## src/hw/rtl/brds_pkg.sv

```systemverilog
// Shared constants and types for the budgeted range drain scheduler.
`default_nettype none
package brds_pkg;

   localparam int MAX_RANGES = 64;
   localparam int LINE_BITS  = 24;
   localparam int REG_BITS   = 24;
   localparam int PEND_BITS  = 31;
   localparam int IDX_BITS   = (MAX_RANGES > 1) ? $clog2(MAX_RANGES) : 1;
   localparam int CNT_BITS   = $clog2(MAX_RANGES + 1);
   localparam int SPAN_BITS  = LINE_BITS + 1;
   localparam int CSR_ADDR_BITS = 2;

   localparam logic [CSR_ADDR_BITS-1:0] CSR_LINE_TOTAL    = 2'd0;
   localparam logic [CSR_ADDR_BITS-1:0] CSR_TICK_BUDGET   = 2'd1;
   localparam logic [CSR_ADDR_BITS-1:0] CSR_VIEWPORT_LOW  = 2'd2;
   localparam logic [CSR_ADDR_BITS-1:0] CSR_VIEWPORT_HIGH = 2'd3;

   localparam logic OP_MARK = 1'b0;
   localparam logic OP_TICK = 1'b1;

   typedef struct packed {
      logic [LINE_BITS-1:0] last;
      logic [LINE_BITS-1:0] first;
   } range_entry_type;

endpackage
`default_nettype wire

```

## src/hw/rtl/budgeted_range_drain_scheduler.sv

```systemverilog
// Top level of the budgeted range drain scheduler: sequencer, table control and result register.
//
// Input transactions arrive on req_*: tuser carries the operation (mark or tick), tdata the
// range bounds. Each input transaction produces exactly one result transaction on rsp_*.
// The user writes configuration registers through csr_* only while the block is idle; the
// block itself does not enforce this.
// A mark goes from ST_MARK straight to ST_DONE when it is rejected or clips to nothing, and
// through ST_APPEND otherwise; when the table is full, a coalescing scan in ST_MERGE comes
// first and reads one table entry per cycle from the single read port.
// A tick sets up the viewport in ST_VIEW, then makes up to two passes over the table in
// ST_EVAL, looking at one entry at a time; an entry drained completely takes an extra ST_MOVE
// step to move the last entry into its slot. Both load their result in ST_DONE.
// req_tready is high only in the idle state, so a new transaction can be accepted in the
// cycle after the previous result is loaded.
// The result is held in an output register; the next item is accepted and worked on while
// a result waits, and the sequencer holds its own result until the register is free.
// Reset is synchronous; it empties the table and restores register defaults, with no
// clearing pass.
`default_nettype none
module budgeted_range_drain_scheduler
   import brds_pkg::*;
(
   input  wire logic        clock,
   input  wire logic        reset,
   input  wire logic        req_tvalid,
   output logic             req_tready,
   input  wire logic [47:0] req_tdata,   // range_low[23:0], range_high[47:24]
   input  wire logic [0:0]  req_tuser,   // op[0]
   output logic             rsp_tvalid,
   input  wire logic        rsp_tready,
   output logic [63:0]      rsp_tdata,   // rejected[0], lines_done[24:1],
                                         // pending_lines[55:25], idle[56], zero fill
   input  wire logic        csr_we,
   input  wire logic [CSR_ADDR_BITS-1:0] csr_addr,
   input  wire logic [REG_BITS-1:0] csr_wdata
);

   typedef enum logic [8:0] {
      ST_IDLE   = 9'b000000001,
      ST_MARK   = 9'b000000010,
      ST_MERGE  = 9'b000000100,
      ST_APPEND = 9'b000001000,
      ST_VIEW   = 9'b000010000,
      ST_EVAL   = 9'b000100000,
      ST_MOVE   = 9'b001000000,
      ST_DONE   = 9'b010000000,
      ST_SPARE  = 9'b100000000
   } state_type;

   state_type state_ff, state_in;

   logic [REG_BITS-1:0] line_total_ff, tick_budget_ff, vp_low_ff, vp_high_ff;

   logic [CNT_BITS-1:0]  cnt_ff, cnt_in;
   logic [CNT_BITS-1:0]  idx_ff, idx_in;
   logic [PEND_BITS-1:0] pend_ff, pend_in;
   logic [LINE_BITS-1:0] lo_ff, lo_in, hi_ff, hi_in;
   logic [LINE_BITS-1:0] vh_ff, vh_in, vl_ff, vl_in;
   logic [REG_BITS-1:0]  remain_ff, remain_in, done_ff, done_in;
   logic                 rej_ff, rej_in, pass_ff, pass_in;
   range_entry_type      acc_ff, acc_in;

   logic                 rsp_valid_ff, rsp_valid_in;
   logic [63:0]          rsp_data_ff, rsp_data_in;

   logic                 wr_en;
   logic [IDX_BITS-1:0]  wr_addr, rd_addr;
   range_entry_type      wr_data, rd_data, merged;

   logic [LINE_BITS-1:0] lt_minus1, hi_clip, vh_calc;
   logic [SPAN_BITS-1:0] span;
   logic [CNT_BITS-1:0]  cnt_dec;
   logic                 inview, load_rsp;

   brds_range_ram u_ram (
      .clock   (clock),
      .wr_en   (wr_en),
      .wr_addr (wr_addr),
      .wr_data (wr_data),
      .rd_addr (rd_addr),
      .rd_data (rd_data)
   );

   always_ff @(posedge clock) begin
      if (reset) begin
         line_total_ff  <= '0;
         tick_budget_ff <= REG_BITS'(64);
         vp_low_ff      <= '0;
         vp_high_ff     <= '1;
      end else if (csr_we) begin
         case (csr_addr)
            CSR_LINE_TOTAL:    line_total_ff  <= csr_wdata;
            CSR_TICK_BUDGET:   tick_budget_ff <= csr_wdata;
            CSR_VIEWPORT_LOW:  vp_low_ff      <= csr_wdata;
            CSR_VIEWPORT_HIGH: vp_high_ff     <= csr_wdata;
            default: ;
         endcase
      end
   end

   assign lt_minus1 = line_total_ff - LINE_BITS'(1);
   assign hi_clip   = (hi_ff > lt_minus1) ? lt_minus1 : hi_ff;
   assign vh_calc   = (line_total_ff == '0) ? '0 :
                      ((vp_high_ff < lt_minus1) ? vp_high_ff : lt_minus1);
   assign span      = SPAN_BITS'(rd_data.last) - SPAN_BITS'(rd_data.first) + SPAN_BITS'(1);
   assign inview    = (rd_data.first <= vh_ff) && (rd_data.last >= vl_ff);
   assign cnt_dec   = cnt_ff - CNT_BITS'(1);
   assign load_rsp  = !rsp_valid_ff || rsp_tready;

   always_comb begin
      merged.first = (idx_ff == '0 || rd_data.first < acc_ff.first) ? rd_data.first
                                                                     : acc_ff.first;
      merged.last  = (idx_ff == '0 || rd_data.last > acc_ff.last) ? rd_data.last
                                                                   : acc_ff.last;
   end

   always_comb begin
      state_in  = state_ff;
      cnt_in    = cnt_ff;
      idx_in    = idx_ff;
      pend_in   = pend_ff;
      lo_in     = lo_ff;
      hi_in     = hi_ff;
      vh_in     = vh_ff;
      vl_in     = vl_ff;
      remain_in = remain_ff;
      done_in   = done_ff;
      rej_in    = rej_ff;
      pass_in   = pass_ff;
      acc_in    = acc_ff;
      wr_en     = 1'b0;
      wr_addr   = idx_ff[IDX_BITS-1:0];
      wr_data   = rd_data;
      rd_addr   = idx_ff[IDX_BITS-1:0];
      rsp_valid_in = rsp_valid_ff && !rsp_tready;
      rsp_data_in  = rsp_data_ff;
      req_tready   = (state_ff == ST_IDLE);

      case (state_ff)
         ST_IDLE: begin
            if (req_tvalid) begin
               idx_in    = '0;
               rej_in    = 1'b0;
               done_in   = '0;
               pass_in   = 1'b0;
               lo_in     = req_tdata[LINE_BITS-1:0];
               hi_in     = req_tdata[24 +: LINE_BITS];
               vh_in     = vh_calc;
               remain_in = tick_budget_ff;
               state_in  = (req_tuser[0] == OP_TICK) ? ST_VIEW : ST_MARK;
            end
         end
         ST_MARK: begin
            if (hi_ff < lo_ff) begin
               rej_in   = 1'b1;
               state_in = ST_DONE;
            end else if (line_total_ff == '0 || lo_ff > hi_clip) begin
               state_in = ST_DONE;
            end else begin
               hi_in    = hi_clip;
               state_in = (cnt_ff == CNT_BITS'(MAX_RANGES)) ? ST_MERGE : ST_APPEND;
            end
         end
         ST_MERGE: begin
            acc_in  = merged;
            idx_in  = idx_ff + CNT_BITS'(1);
            rd_addr = idx_in[IDX_BITS-1:0];
            if (idx_in == cnt_ff) begin
               wr_en    = 1'b1;
               wr_addr  = '0;
               wr_data  = merged;
               cnt_in   = CNT_BITS'(1);
               pend_in  = PEND_BITS'(merged.last) - PEND_BITS'(merged.first)
                          + PEND_BITS'(1);
               state_in = ST_APPEND;
            end
         end
         ST_APPEND: begin
            wr_en         = 1'b1;
            wr_addr       = cnt_ff[IDX_BITS-1:0];
            wr_data.first = lo_ff;
            wr_data.last  = hi_ff;
            cnt_in        = cnt_ff + CNT_BITS'(1);
            pend_in       = pend_ff + PEND_BITS'(hi_ff) - PEND_BITS'(lo_ff) + PEND_BITS'(1);
            state_in      = ST_DONE;
         end
         ST_VIEW: begin
            vl_in    = (vp_low_ff < vh_ff) ? vp_low_ff : vh_ff;
            state_in = ST_EVAL;
         end
         ST_EVAL: begin
            if (idx_ff >= cnt_ff || remain_ff == '0) begin
               if (!pass_ff && remain_ff != '0) begin
                  pass_in = 1'b1;
                  idx_in  = '0;
                  rd_addr = '0;
               end else begin
                  state_in = ST_DONE;
               end
            end else if (pass_ff == inview) begin
               idx_in  = idx_ff + CNT_BITS'(1);
               rd_addr = idx_in[IDX_BITS-1:0];
            end else if (span <= SPAN_BITS'(remain_ff)) begin
               remain_in = remain_ff - span[REG_BITS-1:0];
               done_in   = done_ff + span[REG_BITS-1:0];
               pend_in   = pend_ff - PEND_BITS'(span);
               cnt_in    = cnt_dec;
               rd_addr   = cnt_dec[IDX_BITS-1:0];
               state_in  = ST_MOVE;
            end else begin
               wr_en         = 1'b1;
               wr_data.first = rd_data.first + remain_ff;
               wr_data.last  = rd_data.last;
               done_in       = done_ff + remain_ff;
               pend_in       = pend_ff - PEND_BITS'(remain_ff);
               remain_in     = '0;
               state_in      = ST_DONE;
            end
         end
         ST_MOVE: begin
            // The moved entry still sits at its old slot, so reading it there returns the
            // new content of the current slot in the next cycle.
            wr_en    = 1'b1;
            wr_data  = rd_data;
            rd_addr  = cnt_ff[IDX_BITS-1:0];
            state_in = ST_EVAL;
         end
         ST_DONE: begin
            if (load_rsp) begin
               rsp_valid_in = 1'b1;
               rsp_data_in  = {7'b0, (cnt_ff == '0), pend_ff, done_ff, rej_ff};
               state_in     = ST_IDLE;
            end
         end
         default: begin
            state_in = ST_IDLE;
         end
      endcase
   end

   always_ff @(posedge clock) begin
      if (reset) begin
         state_ff     <= ST_IDLE;
         cnt_ff       <= '0;
         pend_ff      <= '0;
         rsp_valid_ff <= 1'b0;
      end else begin
         state_ff     <= state_in;
         cnt_ff       <= cnt_in;
         pend_ff      <= pend_in;
         rsp_valid_ff <= rsp_valid_in;
      end
   end

   always_ff @(posedge clock) begin
      idx_ff      <= idx_in;
      lo_ff       <= lo_in;
      hi_ff       <= hi_in;
      vh_ff       <= vh_in;
      vl_ff       <= vl_in;
      remain_ff   <= remain_in;
      done_ff     <= done_in;
      rej_ff      <= rej_in;
      pass_ff     <= pass_in;
      acc_ff      <= acc_in;
      rsp_data_ff <= rsp_data_in;
   end

   assign rsp_tvalid = rsp_valid_ff;
   assign rsp_tdata  = rsp_data_ff;

endmodule
`default_nettype wire

```

## src/hw/rtl/brds_range_ram.sv

```systemverilog
// Range table memory with one write port and one registered read port.
`default_nettype none
module brds_range_ram
   import brds_pkg::*;
(
   input  wire logic            clock,
   input  wire logic            wr_en,
   input  wire logic [IDX_BITS-1:0] wr_addr,
   input  wire range_entry_type wr_data,
   input  wire logic [IDX_BITS-1:0] rd_addr,
   output range_entry_type      rd_data
);

   range_entry_type mem_ff [MAX_RANGES];
   range_entry_type rd_data_ff;

   always_ff @(posedge clock) begin
      if (wr_en) begin
         mem_ff[wr_addr] <= wr_data;
      end
      rd_data_ff <= mem_ff[rd_addr];
   end

   assign rd_data = rd_data_ff;

endmodule
`default_nettype wire

```

## config.mk

```make
export PLATFORM = sky130hd
export DESIGN_NAME = budgeted_range_drain_scheduler
export DESIGN_NICKNAME = d
export VERILOG_FILES = /design/src/hw/rtl/brds_pkg.sv /design/src/hw/rtl/budgeted_range_drain_scheduler.sv /design/src/hw/rtl/brds_range_ram.sv
export SDC_FILE = /design/constraint.sdc
export NUM_CORES = 2
export LEC_CHECK = 0
export BUFFER_PORTS_ARGS = -buffer_cell sky130_fd_sc_hd__buf_2
export CAP_MARGIN = 20
export CORE_ASPECT_RATIO = 0.8
export CORE_UTILIZATION = 50
export CTS_BUF_LIST = sky130_fd_sc_hd__clkbuf_2
export DETAILED_ROUTE_END_ITERATION = 8
export GPL_TIMING_DRIVEN = 0
export PLACE_DENSITY = 0.62
export SETUP_SLACK_MARGIN = 0.1
export SKIP_LAST_GASP = 1
export SLEW_MARGIN = 0
export SYNTH_ARGS = -nofsm -noshare
export SYNTH_HDL_FRONTEND = slang
export SYNTH_SLANG_ARGS = --single-unit
```

## constraint.sdc

```tcl
create_clock -name clock -period 25.5 [get_ports clock]
set_input_delay 1.275 -clock clock [delete_from_list [all_inputs] [get_ports clock]]
set_output_delay 1.275 -clock clock [all_outputs]
set_load 0.005 [all_outputs]
```

==> results by group <==
Outcome
  • Status: complete, no violations

Drt
  • Initial DRT Pass Iterations: 9
  • Starting DRT DRC Count: 17.3k
  • Mean number of vias per cell: 6.21
  • Routed WL: 574000 microns
  • Total number of vias: 115k
  • DR WL/cell: 31.1 microns
  • DRC violations left: 0
  • Antenna Nets Post-Route: 0

STA
  • Final Hold Viols: 0
  • Final worst slack: 11.78 ns
  • Final Cycle Share: 0.538
  • Final setup violation count: 0
  • Fin Hold WS: 0.149 ns
  • Fmax: 72.9 MHz
  • Slew margin rel.: 0.136
  • Setup TNS: 0 ns
  • RSZ-0062 raised after global routing: no
  • Final Critical Period: 13.72 ns
  • Final Skew: 0.262 ns
  • Slew @ Worst Pin: 1.30 ns
  • Max-slew violations: 0

Clock network
  • Max Buffers Root-to-Sink: 4
  • Worst-path clk slew: 0.13 ns
  • Htree depth: 6
  • Setup bufs post-CTS: 0
  • Root Buffer Master: clkbuf_2
  • Num CTS Buffers: 836
  • CTS Sinks: 3521
  • Clk_lat worst skew: 2.07 ns
  • CTS tree: yes

GRT
  • Met2 Use GR: 0.496
  • Met3 GRT Util: 0.136
  • GRT overflow: 0
  • First-pass GRT wire length: 789000 microns
  • Met1 Usage GRT: 0.511
  • Initial antenna violation count: 78
  • Global Route Usage Sum: 0.359
  • Vias in the first global route: 108k
  • Global route hottest layer: met1
  • Largest net degree at the start of global routing: 65

Logic synthesis
  • Register area share after synthesis: 0.672
  • Top post-synthesis cells by area: edfxtp_1 (65%), nand2_1 (6.5%), ha_1 (3.6%), dfxtp_1 (2.5%), a21oi_1 (2.2%)
  • Avg Inst Size Synth: 12.5 sq um
  • Synth Register Bits: 3521
  • Cell taking the most area after synthesis: edfxtp_1
  • Number of synthesized flops with an enable pin: 3330
  • Synth Cell Area: 0.154 sq mm
  • Post-Synthesis Cells: 12.4k
  • Async SR Flop Fraction: 0
  • Share of the synthesized area in the top cell type: 0.647
  • Ys Warns: 0
  • Predominant post-synthesis flop cell: edfxtp_1
  • Yosys cell types: 88

Floorplan
  • Core area: 0.307 sq mm
  • Rows: 182
  • Die W: 623 microns
  • DIE HEIGHT: 499 microns
  • Die area: 0.311 sq mm
  • IO Count: 146
  • Starting Density: 0.502

Placed design
  • PortBufs: 136
  • Area after DPL: 0.165 sq mm
  • Dpl ws: 12.30 ns
  • Placer Congestion: 0.994
  • Post-DP HPWL: 417000 microns

Critical path
  • Delay-heaviest family, CP: compound AO/OA/AOI/OAI gates
  • Critical path class: flop to flop
  • Register-to-Register Path Depth: 41
  • Worst Setup SP: u_ram.rd_data[2]
  • CP Capture Point: pend_ff[30]
  • WP buf/inv: 5
  • Crit end category: flop
  • Cell repeated most along the worst path: a21oi_1
  • CP max stage delay: 0.97 ns
  • Req. time, crit path: 27.30 ns
  • Critical-path cell with the highest stage delay: dfxtp_1
  • R2R Path End: pend_ff[30]
  • Arrival time at the worst endpoint: 15.52 ns
  • Worst r2r src: u_ram.rd_data[2]
  • Worst Setup Start Kind: flop
  • CP max FO: 10
  • Stages on worst setup path: 41
  • FF-to-FF setup slack: 11.78 ns

Layout
  • Nets@finish: 14.3k
  • Layout cell share with drive strength beyond 1: 0.141
  • Post-route design area: 0.174 sq mm
  • P&R area growth vs syn: 12.9%
  • Post-layout util: 0.567

Min path
  • Worst hold path type: input pin to flop

Power and ir drop
  • Leakage: 64.3 nW
  • Power per cell area: 117 mW/mm^2
  • VDD IR max: 130 uV

Flow run
  • Max-Cap Viols: 0
==> how the worst min path moves through the flow <==
stage | from | end | slack, ns | depth (start not counted)
after global routing | csr_wdata[10] | line_total_ff[10] | 0.12 | 4
final | req_tdata[26] | hi_ff[2] | 0.15 | 4
after global placement | tick_budget_ff[11] | tick_budget_ff[11] | 0.45 | 2
after detailed placement | pend_ff[0] | rsp_tdata[25] | 0.45 | 0
after CTS | csr_wdata[10] | line_total_ff[10] | 0.002 | 4
after floorplan | rej_ff | rsp_tdata[0] | 0.40 | 0
==> Yosys cell counts, drive strengths merged, types with 17 or more instances <==
cell       n
nor4      74
mux2i    140
buf      206
edfxtp  3330
a221o     17
xnor2    116
nand3    486
a32o     190
a32oi     51
nand2   2677
o21bai    26
a21o     111
a311oi   245
xor2      81
inv      431
a221oi    22
o21ai    305
o22ai     73
o21a      46
ha       448
nor2b     38
fa        30
dfxtp    191
clkbuf   544
nor2     359
o31ai     25
nand4     89
nor3      75
nand2b    53
a22oi     58
a211oi   405
or3       60
o211ai    19
o22a      95
a21oi    685
mux2      54
and3     320
==> per-stage QoR <==
stage | cells | total power, mW
finish | 18400 | 20.4
global route | 18400 | 21.1
CTS | 18400 | 20.0
detailed placement | 16700 | 16.3
global placement | 16500 | 16.0
floorplan | 12400 | 12.2
==> logic make-up after synthesis <==
logic type | synth area share
other | 0.0000486
buffers and inverters | 0.0304
multiplexers | 0.0130
XOR/XNOR | 0.0112
flip-flops | 0.672
AND/OR/NAND/NOR | 0.121
AO/OA/AOI/OAI | 0.112
adder cells (fa/ha/maj) | 0.0403
==> flip-flops by register name (all words and copies together) (netlist names), 7 cells and up <==
signal / count
idx_ff: 7
vh_ff: 24
acc_ff: 48
done_ff: 24
vp_high_ff: 24
vp_low_ff: 24
vl_ff: 24
remain_ff: 24
hi_ff: 24
cnt_ff: 7
state_ff: 8
lo_ff: 24
u_ram.rd_data: 48
line_total_ff: 24
pend_ff: 31
u_ram.mem_ff: 3072
rsp_tdata: 57
tick_budget_ff: 24
==> placed cells by master, fill, tap and decap left out, types with 63 or more instances in the layout <==
cell,netlist,routed
mux2i_1,140,140
clkinv_1,0,175
nand2_1,2676,2676
nor2_4,0,63
xor2_1,81,81
clkbuf_1,544,538
a21oi_1,685,668
a311oi_1,245,245
a21o_1,111,89
dfxtp_1,191,191
nor4_1,73,70
o21ai_0,274,270
nor3_1,74,74
o22ai_1,73,73
edfxtp_1,3330,3330
xnor2_1,116,116
a211oi_1,405,405
ha_1,448,448
nand4_1,89,89
a32o_1,190,190
nor2_1,359,296
nand3_1,486,486
clkbuf_2,0,1240
buf_12,0,126
inv_1,431,430
and3_1,320,320
buf_2,133,287
o22a_1,95,95
dlygate4sd3_1,0,140
==> report_power, final <==
| group | total [mW] | internal [mW] | switching (mW) |
|---|---|---|---|
| logic | 9.13 | 2.63 | 6.50 |
| registers | 7.49 | 7.16 | 0.333 |
| clock network | 3.78 | 1.43 | 2.35 |
==> worst register-to-register path, delay by kind of cell, from the launching register on <==
kind,cells,cell delay (ns)
AO/OA/AOI/OAI,23,6.43
multiplexers,1,0.87
XOR/XNOR,2,0.27
flip-flops,1,0.97
AND/OR/NAND/NOR,5,0.85
buffers and inverters,5,2.16
adder cells (fa/ha/maj),5,2.04
==> repair_timing <==
| item | in CTS | in global routing |
|---|---|---|
| gates resized for setup | 0 | 0 |
| hold buffers | 140 | 0 |
| endpoints found under the hold margin | 179 | 0 |
==> final cells by class <==
type                            count  area [sq um]
Fill cell                       25500        133000
Sequential cell                  3521        104000
Multi-Input combinational cell   7662         46900
Clock buffer                     1234          6180
Timing Repair Buffer              503          6110
Tap cell                         4048          5060
Buffer                            750          3090
Inverter                          431          1620
Clock inverter                    245          1420
Antenna cell                       49           123
==> per-layer routing <==
metal  share of wire  up-vias
met5         0.00038        -
met4           0.038       34
met3            0.15     1066
met2            0.41     7364
met1            0.40    56600
li1                -    49500
Power figures use the tool's default switching activity.
